`config.mk`:
```
export PLATFORM = sky130hd
export DESIGN_NAME = pfwf_cell
export DESIGN_NICKNAME = d
export VERILOG_FILES = /design/src/pfwf_pkg.sv /design/src/pfwf_cell.sv
export SDC_FILE = /design/constraint.sdc
export NUM_CORES = 1
export LEC_CHECK = 0
export BUFFER_PORTS_ARGS = -buffer_cell sky130_fd_sc_hd__buf_2
export CORE_MARGIN = 3
export CORE_UTILIZATION = 35
export DETAILED_ROUTE_END_ITERATION = 16
export GPL_ROUTABILITY_DRIVEN = 0
export PLACE_DENSITY_LB_ADDON = 0.3
export SLEW_MARGIN = 20
export SYNTH_ARGS = -nofsm -noshare
export SYNTH_HDL_FRONTEND = slang
export SYNTH_SLANG_ARGS = --single-unit
```
`constraint.sdc`:
```
create_clock -name clk -period 0.8 [get_ports clk]
set_input_delay 0.08 -clock clk [delete_from_list [all_inputs] [get_ports clk]]
set_output_delay 0.08 -clock clk [all_outputs]
set_load 0.05 [all_outputs]
```
`src/pfwf_pkg.sv`:
```
// shared types, constants and helpers for the palette white fade sequencer
package pfwf_pkg;

	localparam int PALETTE_ENTRIES = 64;
	localparam int IDX_W = (PALETTE_ENTRIES > 1) ? $clog2(PALETTE_ENTRIES) : 1;
	localparam int HIT_W = 9;

	localparam logic [7:0] WHITE_LEVEL       = 8'd224;
	localparam logic [7:0] FADE_STEP         = 8'd32;
	localparam logic [3:0] TICKS_PER_CHANNEL = 4'd8;
	localparam logic [1:0] CHANNEL_COUNT     = 2'd3;

	localparam logic [1:0] MODE_IDLE = 2'd0;
	localparam logic [1:0] MODE_IN   = 2'd1;
	localparam logic [1:0] MODE_OUT  = 2'd2;

	typedef enum logic [2:0] {
		CMD_TICK      = 3'd0,
		CMD_FADE_OUT  = 3'd1,
		CMD_WHITEN    = 3'd2,
		CMD_FADE_IN   = 3'd3,
		CMD_WRITE     = 3'd4,
		CMD_READ      = 3'd5
	} cmd_t;

	typedef enum logic [2:0] {
		OP_NONE,
		OP_FADE_OUT,
		OP_FADE_IN,
		OP_WHITEN,
		OP_WRITE,
		OP_READ
	} op_t;

	typedef enum logic [1:0] {
		ST_IDLE,
		ST_SWEEP,
		ST_DONE
	} state_t;

	typedef struct packed {
		logic [23:0] pal;
		logic [23:0] saved;
	} entry_t;

	typedef struct packed {
		op_t         op;
		logic [1:0]  chan;
		logic [7:0]  mask;
		logic        hit;
		logic [23:0] wdata;
	} head_ctl_t;

	// channel 0 red, 1 green, 2 blue
	function automatic logic [7:0] get_chan(input logic [23:0] rgb, input logic [1:0] ch);
		logic [7:0] v;
		case (ch)
			2'd0:    v = rgb[23:16];
			2'd1:    v = rgb[15:8];
			2'd2:    v = rgb[7:0];
			default: v = 8'd0;
		endcase
		return v;
	endfunction

	function automatic logic [23:0] set_chan(input logic [23:0] rgb, input logic [1:0] ch,
			input logic [7:0] v);
		logic [23:0] r;
		r = rgb;
		case (ch)
			2'd0:    r[23:16] = v;
			2'd1:    r[15:8]  = v;
			2'd2:    r[7:0]   = v;
			default: r = rgb;
		endcase
		return r;
	endfunction

endpackage

```
`src/pfwf_cell.sv`:
```
// one ring cell: holds a palette entry and its saved copy
module pfwf_cell
	import pfwf_pkg::*;
(
	input  logic   clk,
	input  logic   arst_n,
	input  logic   shift_en,
	input  entry_t din,
	output entry_t dout
);

	entry_t entry_q;

	always_ff @(posedge clk or negedge arst_n) begin
		if (!arst_n) begin
			entry_q <= '0;
		end else if (shift_en) begin
			entry_q <= din;
		end
	end

	assign dout = entry_q;

endmodule

```
# Word level (Yosys, flattened, before mapping)
# Index checks and enable logic that the tools add are counted.
[word_totals]
regBits = 48
elab_cells = 2
in_bits = 51
output_inout_bits = 48

# Depth between registers and ports, before layout
[depth]
ltp_word = 0
depth_mapped = 3

# Worst setup path before layout
# No wires, ideal clock.
[synth_timing]
path_type = "register to register"
start = "reg dout[10] (netlist name)"
end = "reg entry_q (netlist bit dout[10])"
n_path_buf = 0
stages_incl_launch_ff = 2
required_time_ns = 0.675
setup_ns = 0.125
period_less_slack_ns = 0.994
arrival_ns = 0.869
slack_ns = -0.194
cell_sequence = "dfrtp_1 mux2_4"
[synth_rtl]
columns = ["element", "line", "text"]
rows = [
  ["to (signal assigned)", "pfwf_cell.sv:18", "entry_q <= din;"],
  ["to (decl)", "pfwf_cell.sv:12", "entry_t entry_q;"],
]

# Worst setup path in the final report
[layout_timing]
start = "reg entry_q (netlist bit dout[47])"
end = "out dout[47] in the netlist's numbering"
[layout_rtl]
columns = ["element", "line", "text"]
rows = [
  ["to (decl)", "pfwf_cell.sv:9", "output entry_t dout"],
]
# No word-level cell between the ends.

==> metrics.log <==
[metrics] run status: complete, but fails checks
[metrics] failing checks: setup timing
[metrics] met2 usage in global routing: 24.45%
[metrics] Synthesized Nets: 152
[metrics] most frequently used cell type in the post-synthesis netlist: dfrtp_1
[metrics] worst path bufs/invs: 1
[metrics] number of iterations in the first detailed-routing pass: 3
[metrics] horizontal extent of the die: 78.91 microns
[metrics] count of flip-flops with a built-in enable after synthesis: 0
[metrics] final routed DRC violation total: 0
[metrics] slowest stage cell on the critical path: dfrtp_2
[metrics] transition time at the pin with the least slew margin: 221.8 ps
[metrics] Net count, final: 272
[metrics] leakage power figure: 0.001467 uW
[metrics] final cell count without fillers: 289
[metrics] category of the worst setup path capture point: output port
[metrics] area overhead of the layout relative to synthesis: 67.38%
[metrics] max reg flops: 48
[metrics] post-layout min period: 965.0 ps
[metrics] pin count of the biggest net entering global routing: 32
[metrics] post-synthesis share of cell area spent on xor and xnor gates: 0%
[metrics] cell type contributing the most total cell area after synthesis: dfrtp_1
[metrics] mux contribution to synthesized area: 33.09%
[metrics] die height: 78.91 microns
[metrics] CP max FO: 2
[metrics] Crit path largest cell delay: 430 ps
[metrics] DPL Wire Length: 2875 microns
[metrics] final hold violation count: 0
[metrics] Syn Inst Count: 101
[metrics] cell family contributing the most delay on the critical path: flip-flops
[metrics] CP arrival: 890 ps
[metrics] Compound-Gate Fraction of Synth Area: 0%
[metrics] power density relative to cell area: 2188 mW/mm^2
[metrics] initial antenna violation count: 0
[metrics] normalized max-slew margin: 85.21%
[metrics] cell-by-cell trace of the critical path: buf_6
[metrics] worst setup path class: reg -> out
[metrics] # port buffers: 98
[metrics] post-route worst setup slack: -165.0 ps
[metrics] count of pins on the block boundary: 99
[metrics] Post-Syn Area: 0.001861 sq mm
[metrics] initial standard-cell utilization of the core: 37.65%
[metrics] violation count after the first detailed-route iteration: 30
[metrics] final worst clock skew: 0 ps
[metrics] overflow left after global routing: 0
[metrics] total number of clock tree sinks: 48
[metrics] total chip power: 6813 uW
[metrics] Via Count: 1274
[metrics] via-per-instance ratio: 4.408
[metrics] Unique masters post-synth: 5
[metrics] basic-gate share of the synthesized area counting and, or, nand and nor cells: 0%
[metrics] Max-Cap Viols: 0
[metrics] deepest clock path buffer count: 2
[metrics] top post-synthesis cells by count: dfrtp_1 (48), mux2_2 (28), mux2_4 (20)
[metrics] total clock buffers created by CTS: 5
[metrics] class of the worst hold path: in -> reg
[metrics] adder-cell area share of the yosys netlist: 0%
[metrics] mean cell area of the mapped netlist: 18.42 sq um
[metrics] number of levels in the clock H-tree: 2
[metrics] Warnings, synthesis: 0
[metrics] std cell rows: 25
[metrics] CP required: 720 ps
[metrics] Max VDD drop: 0.0009854 V
[metrics] Core Box Area: 0.004942 sq mm
[metrics] aggregate global-route resource usage: 14.24%
[metrics] proportion of synthesized flip-flops having asynchronous set or reset: 100.0%
[metrics] prevailing post-synth register cell: dfrtp_1
[metrics] vias in the first global route: 1362
[metrics] routed length per placed instance: 15.29 microns
[metrics] most crowded layer after global routing: met2
[metrics] portion of the post-synthesis area used by sequential elements: 64.56%
[metrics] area of the die: 0.006227 sq mm
[metrics] later-pin clock latency in the skew report: 290 ps
[metrics] setup repair after global routing missed its margin: true
[metrics] first-pass GRT wire length: 6803 microns
[metrics] overall routed net length: 4418 microns
[metrics] number of max-slew violations in the final report: 0
[metrics] timing-limited maximum frequency: 1036 MHz
[metrics] post-synth top area share: 64.56%
[metrics] Root Buffer: clkbuf_8
[metrics] placed cells: 265
[metrics] # diodes: 0
[metrics] post-route clock period utilization: 120.6%
[metrics] main combinational cell family by area after synthesis: multiplexers
[metrics] fraction of final layout cells with drive strength greater than 1: 98.20%
[metrics] CTS tree: built
[metrics] met1 Track Usage GR: 17.02%
[metrics] Setup-failing EPs final: 62
[metrics] clock slew seen by the registers of the worst setup and hold paths: 90 ps
[metrics] flops & latches, synth: 48
[metrics] top post-synthesis cells by area: dfrtp_1 (65%), mux2_2 (17%), mux2_4 (16%)
[metrics] post-route ant nets: 0
[metrics] kind of start point of the critical path: register
[metrics] GR met3 Demand/Resource: 3.401%
stage by stage:
step | util, % | instance area (sq um) | hold WS [ps] | setup TNS [ps] | worst slack (ps)
after detailed placement | 50.96 | 2519 | 57.17 | -4094 | -125.2
final | 63.01 | 3114 | 12.58 | -8277 | -165.0
after CTS | 60.63 | 2997 | 1.148 | -8244 | -171.7
after global routing | 63.01 | 3114 | 3.033 | -10400 | -201.2
after floorplan | - | 1921 | -215.6 | -5055 | -109.5
after global placement | 50.96 | 2519 | 59.80 | -3940 | -109.4
metal layers:
| layer | routed length, microns | part of all wire (%) |
|---|---|---|
| met4 | 71 | 1.6 |
| met2 | 2457 | 56 |
| met1 | 1612 | 36 |
| met5 | 0 | 0 |
| met3 | 276 | 6.2 |
cell type report:
type | instances | area (sq um)
Fill cell | 402 | 1828
Tap cell | 67 | 83.83
Timing Repair Buffer | 118 | 1035
Clock inverter | 2 | 35.03
Multi-Input combinational cell | 48 | 626.9
Clock buffer | 6 | 72.57
Sequential cell | 48 | 1261
logic make-up (layout without fill, tap and decap cells):
kind of cell	count (synthesis)	after routing
multiplexers	48	48
flip-flops	48	48
buffers and inverters	5	126
placed cells by master (no fill, tap or decap):
| master | synthesis | layout |
|---|---|---|
| buf_6 | 3 | 61 |
| buf_2 | 2 | 50 |
| dfrtp_2 | 0 | 48 |
| mux2_2 | 28 | 25 |
| mux2_4 | 20 | 23 |
| clkbuf_8 | 0 | 5 |
| dlygate4sd3_1 | 0 | 3 |
| buf_12 | 0 | 3 |
| bufinv_16 | 0 | 1 |
| clkbuf_1 | 0 | 1 |
| clkinv_2 | 0 | 1 |
| buf_4 | 0 | 1 |
path summary, 6_finish.rpt:
| kind | slack (ps) | cells past startpoint | start | to |
|---|---|---|---|---|
| max | -170 | 1 | dout[47] | dout[47] |
| min | 10 | 2 | din[19] | dout[19] |
| max reg2reg | -120 | 2 | dout[21] | dout[21] |
| min reg2reg | 530 | 1 | dout[1] | dout[1] |
| max in group asynchronous | 240 | 3 | arst_n | dout[32] |
| min in group asynchronous | 310 | 3 | arst_n | dout[13] |
power by group:
part,internal [uW],switching (uW)
registers,2710,193
clock network,928,770
logic,990,1220
total,4630,2180
timing repair:
action,in CTS,in global routing
hold buffers,1,2
endpoints found under the setup margin,48,81
setup buffers,7,6
resized for setup,98,14
hold endpoints to repair,48,2
pin swaps,0,0
(Power assumes the default switching activity.)
