<file path="config.mk">
export PLATFORM = sky130hd
export DESIGN_NAME = pfwf_head
export DESIGN_NICKNAME = d
export VERILOG_FILES = /design/src/pfwf_pkg.sv /design/src/pfwf_head.sv
export SDC_FILE = /design/constraint.sdc
export NUM_CORES = 1
export LEC_CHECK = 0
export ABC_AREA = 1
export BUFFER_PORTS_ARGS = -buffer_cell sky130_fd_sc_hd__buf_2
export CAP_MARGIN = 20
export CORE_AREA = 4 4 79 81
export DETAILED_ROUTE_END_ITERATION = 6
export DIE_AREA = 0 0 83 85
export GPL_TIMING_DRIVEN = 0
export PLACE_DENSITY = 0.78
export SLEW_MARGIN = 20
export SYNTH_ARGS = -nofsm -noshare
export SYNTH_HDL_FRONTEND = slang
export SYNTH_SLANG_ARGS = --single-unit
</file>
<file path="constraint.sdc">
create_clock -name vclk -period 3.95
set_input_delay 0.79 -clock vclk [all_inputs]
set_output_delay 0.79 -clock vclk [all_outputs]
set_load 0.005 [all_outputs]
</file>
<file path="src/pfwf_pkg.sv">
// shared types, constants and helpers for the palette white fade sequencer
package pfwf_pkg;

	localparam int PALETTE_ENTRIES = 64;
	localparam int IDX_W = (PALETTE_ENTRIES > 1) ? $clog2(PALETTE_ENTRIES) : 1;
	localparam int HIT_W = 9;

	localparam logic [7:0] WHITE_LEVEL       = 8'd224;
	localparam logic [7:0] FADE_STEP         = 8'd32;
	localparam logic [3:0] TICKS_PER_CHANNEL = 4'd8;
	localparam logic [1:0] CHANNEL_COUNT     = 2'd3;

	localparam logic [1:0] MODE_IDLE = 2'd0;
	localparam logic [1:0] MODE_IN   = 2'd1;
	localparam logic [1:0] MODE_OUT  = 2'd2;

	typedef enum logic [2:0] {
		CMD_TICK      = 3'd0,
		CMD_FADE_OUT  = 3'd1,
		CMD_WHITEN    = 3'd2,
		CMD_FADE_IN   = 3'd3,
		CMD_WRITE     = 3'd4,
		CMD_READ      = 3'd5
	} cmd_t;

	typedef enum logic [2:0] {
		OP_NONE,
		OP_FADE_OUT,
		OP_FADE_IN,
		OP_WHITEN,
		OP_WRITE,
		OP_READ
	} op_t;

	typedef enum logic [1:0] {
		ST_IDLE,
		ST_SWEEP,
		ST_DONE
	} state_t;

	typedef struct packed {
		logic [23:0] pal;
		logic [23:0] saved;
	} entry_t;

	typedef struct packed {
		op_t         op;
		logic [1:0]  chan;
		logic [7:0]  mask;
		logic        hit;
		logic [23:0] wdata;
	} head_ctl_t;

	// channel 0 red, 1 green, 2 blue
	function automatic logic [7:0] get_chan(input logic [23:0] rgb, input logic [1:0] ch);
		logic [7:0] v;
		case (ch)
			2'd0:    v = rgb[23:16];
			2'd1:    v = rgb[15:8];
			2'd2:    v = rgb[7:0];
			default: v = 8'd0;
		endcase
		return v;
	endfunction

	function automatic logic [23:0] set_chan(input logic [23:0] rgb, input logic [1:0] ch,
			input logic [7:0] v);
		logic [23:0] r;
		r = rgb;
		case (ch)
			2'd0:    r[23:16] = v;
			2'd1:    r[15:8]  = v;
			2'd2:    r[7:0]   = v;
			default: r = rgb;
		endcase
		return r;
	endfunction

endpackage

</file>
<file path="src/pfwf_head.sv">
// transform applied to the entry passing the ring head
module pfwf_head
	import pfwf_pkg::*;
(
	input  entry_t    din,
	input  head_ctl_t ctl,
	output entry_t    dout
);

	logic [7:0] cur_c;
	logic [7:0] sav_c;

	assign cur_c = get_chan(din.pal, ctl.chan);
	assign sav_c = get_chan(din.saved, ctl.chan);

	always_comb begin
		dout = din;
		case (ctl.op)
			OP_FADE_OUT: begin
				if (cur_c < WHITE_LEVEL)
					dout.pal = set_chan(din.pal, ctl.chan, cur_c + FADE_STEP);
			end
			OP_FADE_IN: begin
				dout.pal = set_chan(din.pal, ctl.chan, (sav_c < ctl.mask) ? ctl.mask : sav_c);
			end
			OP_WHITEN: begin
				dout.saved = din.pal;
				dout.pal   = {WHITE_LEVEL, WHITE_LEVEL, WHITE_LEVEL};
			end
			OP_WRITE: begin
				if (ctl.hit)
					dout.pal = ctl.wdata;
			end
			default: dout = din;
		endcase
	end

endmodule

</file>
# ---- Word-level counts from Yosys, hierarchy flattened
# Cells that the tools add are included.
dict set report totals {
  ff_bits 0
  latchBits 0
  ram_bits 0
  rom_bits 0
  inputBits 86
  out_inout_bits 48
  word_cells 23
  n_memories 0
}
dict set report classes {
  addsub 1
  multipliers 0
  div_mod_pow 0
  order_cmp 2
  n_eq_ne 6
  shifts 0
  mux 13
  bitwise 0
  n_reduce_logical 1
}
# operator n
set ops {}
lappend ops {{$pmux 24 s4} 1}
lappend ops {{$mux 24} 3}
lappend ops {{$mux 8} 7}
lappend ops {{$pmux 8 s3} 2}
lappend ops {{$add 8x6->8 const B} 1}
lappend ops {{$lt 8x8->1} 1}
lappend ops {{$lt 8x8->1 const B} 1}
lappend ops {{$eq 3x2->1 const B} 2}
lappend ops {{$eq 3x1->1 const B} 1}
lappend ops {{$eq 3x3->1 const B} 1}
lappend ops {{$eq 2x1->1 const B} 1}
lappend ops {{$eq 2x2->1 const B} 1}
lappend ops {{$logic_not 2->1} 1}

# ---- Depth between registers and ports, before layout
dict set report depth {
  ltp_word 6
  ltp_mapped 17
  ltp_nobuf 16
}

# ---- Least setup slack after synthesis
# OpenSTA, ideal clock, no wires.
dict set report synth_path {
  path_kind {input port to output port}
  startpoint {in ctl[34] (netlist bit)}
  endpoint {out dout[43] (netlist bit)}
  arrival_ns 2.695
  required_ns 3.160
  slack_ns 0.465
  cell_stages 14
  n_path_buf 1
  cell_sequence {inv_1 nand2_4 inv_2 buf_4 nand2_1 nand3_1 ha_1 a21oi_1 nor2_1 a211oi_4 nand3_1 nand3_1 nand2_1 a21oi_2}
}
# element line
set synth_rtl {}
lappend synth_rtl {{start: declaration} pfwf_head.sv:6} ;# input head_ctl_t ctl,
lappend synth_rtl {{end: declaration} pfwf_head.sv:7} ;# output entry_t dout

==> flow_summary_export.csv <==
group,metric,value,unit
sta,fin_crit,3.84,ns
sta,timing.final.setup_violations,0,
sta,timing_worst_slew_pin_value,0.694,ns
power,p_sw,0.278,mW
global_route,grt_overflow,0,
global_route,grt_first_pass_wirelength,17200,um
placement,globalplace.congestion,0.941,
floorplanning,fp.dieArea,7060,um^2
synth,syn_area,2430,um^2
detailed_routing,detailedRoute.firstIterationViolations,294,
detailed_routing,drt_pre_antenna_iters,5,
global_route,largest_net_degree_at_the_start_of_global_routing,11,
detailed_routing,routed_wirelength,10900,um
sta,final.setup.tns,0,ns
critical_path,cp.buffers_inverters,6,
layout,clock_buffers,0,
min_path,hold_path_class,"primary input to output port",
critical_path,worst-path-max-fanout,10,
floorplanning,die_h,85,um
sta,slew_headroom,53.7,%
synth,post_synth_inst_count,445,
power,sw_frac_of_total,59.2,%
floorplanning,core_area,5470,um^2
critical_path,critical_path_class,"primary input to output port",
synth,yosys_warnings,0,
power,power.ir.vdd_worst,0.0000642,V
critical_path,top_delay_family_on_crit_path,"simple AND/OR/NAND/NOR gates",
power,power.static_leakage,1.79,nW
layout,area.sequential,0,um^2
critical_path,crit_slowest_cell,"ha_4",
status,outcome,"finished, final reports clean",
critical_path,cp.required,3.16,ns
power,power.share.combinational,100.0,%
power,sequential_fraction_of_design_power,0,%
floorplanning,num_io_pins,134,
synth,mappedNetlistNets,539,
layout,layout-drive-gt1-share,37.3,%
global_route,number_of_global_route_vias_before_repair,3634,
layout,n_antenna_cell,0,
critical_path,timing.critical_path.cells,"clkbuf_4 -> inv_2 -> nand2_4 -> inv_2 -> buf_6 -> nand2_1 -> nand3_4 -> ha_4 -> a21oi_2 -> nor2_2 -> a211oi_4 -> buf_6 -> nand2_8 -> nand2_4 -> nand3_1 -> nand2_1 -> a21oi_2 -> buf_2",
layout,nFlopsAndLatches,0,
detailed_routing,vias_per_cell,5.66,
global_route,grt_use_total,28.8,%
power,cellInternalPower,0.192,mW
power,pwr_density_cell,142,nW/um^2
job,max_cap_violations,0,
detailed_routing,post_drt_wl_per_cell,16.6,um
detailed_routing,drt_drc_violations_left,0,
floorplanning,floorplan.die.width,83,um
placement,post-place-ws,-0.300,ns
sta,timing.final.crit_share,97.1,%
placement,hpwlAfterDp,8380,um
synth,post_synth_num_cell_types,34,
sta,hold_slack,1.88,ns
floorplanning,floorplan.rows,27,
detailed_routing,ant_nets,0,
layout,finish.net_count,678,
synth,syn_area_per_cell,5.46,um^2
critical_path,cp-start-kind,"primary input",
layout,synth_to_layout_area_growth,36.4,%
sta,fmax,0.261,GHz
critical_path,timing.critical_path.arrival,3.05,ns
placement,io_buffer_count,134,
layout,n_fill_cell,575,
layout,end_of_flow_core_utilization,60.5,%
power,share_clk_of_total_power,0,%
critical_path,cp_slowest_stage_delay,0.26,ns
sta,timing_max_transition_violations_final,0,
critical_path,endpoint_kind,"output port",
sta,number_of_endpoints_with_negative_hold_slack_in_the_final_report,0,
synth,sequential_area_share_after_synthesis,0,%
detailed_routing,via_count,3702,
sta,worst_slack,0.114,ns
floorplanning,floorplan.initialDensity,44.4,%
global_route,antenna_found_initial,0,
clock_tree,cts-hold-fix-buffers,0,
==> cell usage after synthesis, types with 8 or more instances <==
master	instances	area (um^2)
a21oi_2	24	210
a21oi_1	43	215
o21ai_1	26	130
nand3_1	52	260
nand2_1	92	345
o21ai_0	9	45.0
ha_1	8	100
nor2_1	67	251
nand2_4	11	124
clkbuf_1	9	33.8
inv_1	46	173
a221oi_1	15	131
==> power groups by stage <==
stage               registers, mW  clock network (mW)  logic [mW]
floorplan                       0                   0       0.272
global placement                0                   0       0.434
detailed placement              0                   0       0.439
CTS                             0                   0       0.451
global route                    0                   0       0.513
finish                          0                   0       0.470
==> worst paths after layout <==
check,from,endpoint,slack [ns],cells past startpoint
setup / recovery,ctl[33],dout[35],0.11,18
hold / removal,din[15],dout[15],1.88,4
==> layer usage <==
| metal | up-vias | part of all wire, % | routed length, um | global-route usage (%) |
|---|---|---|---|---|
| met4 | 0 | 1.7 | 188 | 6.54 |
| met3 | 31 | 8.7 | 946 | 2.72 |
| met2 | 243 | 48 | 5180 | 51.6 |
| li1 | 1782 | - | - | - |
| met5 | - | 0 | 0 | 0 |
| met1 | 1646 | 42 | 4560 | 37.1 |
==> tightest hold or removal path: cells and delay by family <==
family | cells | cell delay [ns]
AOI/OAI and AO/OA | 1 | 0.05
buffers and inverters | 2 | 0.20
and+or+nand+nor | 1 | 0.05
==> cell usage in the layout (no fill, tap or decap), types with 3 or more instances in the layout <==
cell | Yosys | layout
inv_2 | 5 | 6
o21ai_0 | 9 | 9
a221oi_1 | 15 | 15
nand2_1 | 92 | 92
nand3b_1 | 3 | 3
a21oi_2 | 24 | 25
nand3_2 | 0 | 6
nand3_1 | 52 | 45
clkbuf_1 | 9 | 9
o21ai_1 | 26 | 26
buf_2 | 3 | 134
buf_4 | 4 | 5
nor2_1 | 67 | 65
inv_1 | 46 | 45
nor2_2 | 1 | 3
a21oi_1 | 43 | 42
buf_6 | 1 | 4
clkbuf_8 | 4 | 4
ha_1 | 8 | 6
nand2_4 | 11 | 12
==> repair_timing <==
item                                    CTS  global route
endpoints found under the hold margin     0             0
pin swaps                                 2             1
buffers inserted                          3             0
resized for setup                         5            16
endpoints found under the setup margin   24            24
==> stage by stage <==
step / total power [mW] / cell area [um^2] / cells
floorplan: 0.272 / 2430 / 445
global route: 0.513 / 3310 / 654
detailed placement: 0.439 / 3190 / 651
CTS: 0.451 / 3240 / 654
global placement: 0.434 / 3190 / 651
finish: 0.470 / 3310 / 654
==> cell type report <==
type	count	area [um^2]	share of cell area, %
well taps	72	90.1	2.72
plain buffers	25	198	5.97
multi-input cells	368	2120	64.1
inverters	52	200	6.04
repair buffers	137	702	21.2
==> logic make-up after synthesis <==
kind of cell | share of synthesized area [%]
XOR/XNOR | 0.670
AND/OR/NAND/NOR | 45.6
adder cells (fa/ha/maj) | 4.12
AO/OA/AOI/OAI | 33.6
buffers and inverters | 16.0
Power figures use the tool's default switching activity.
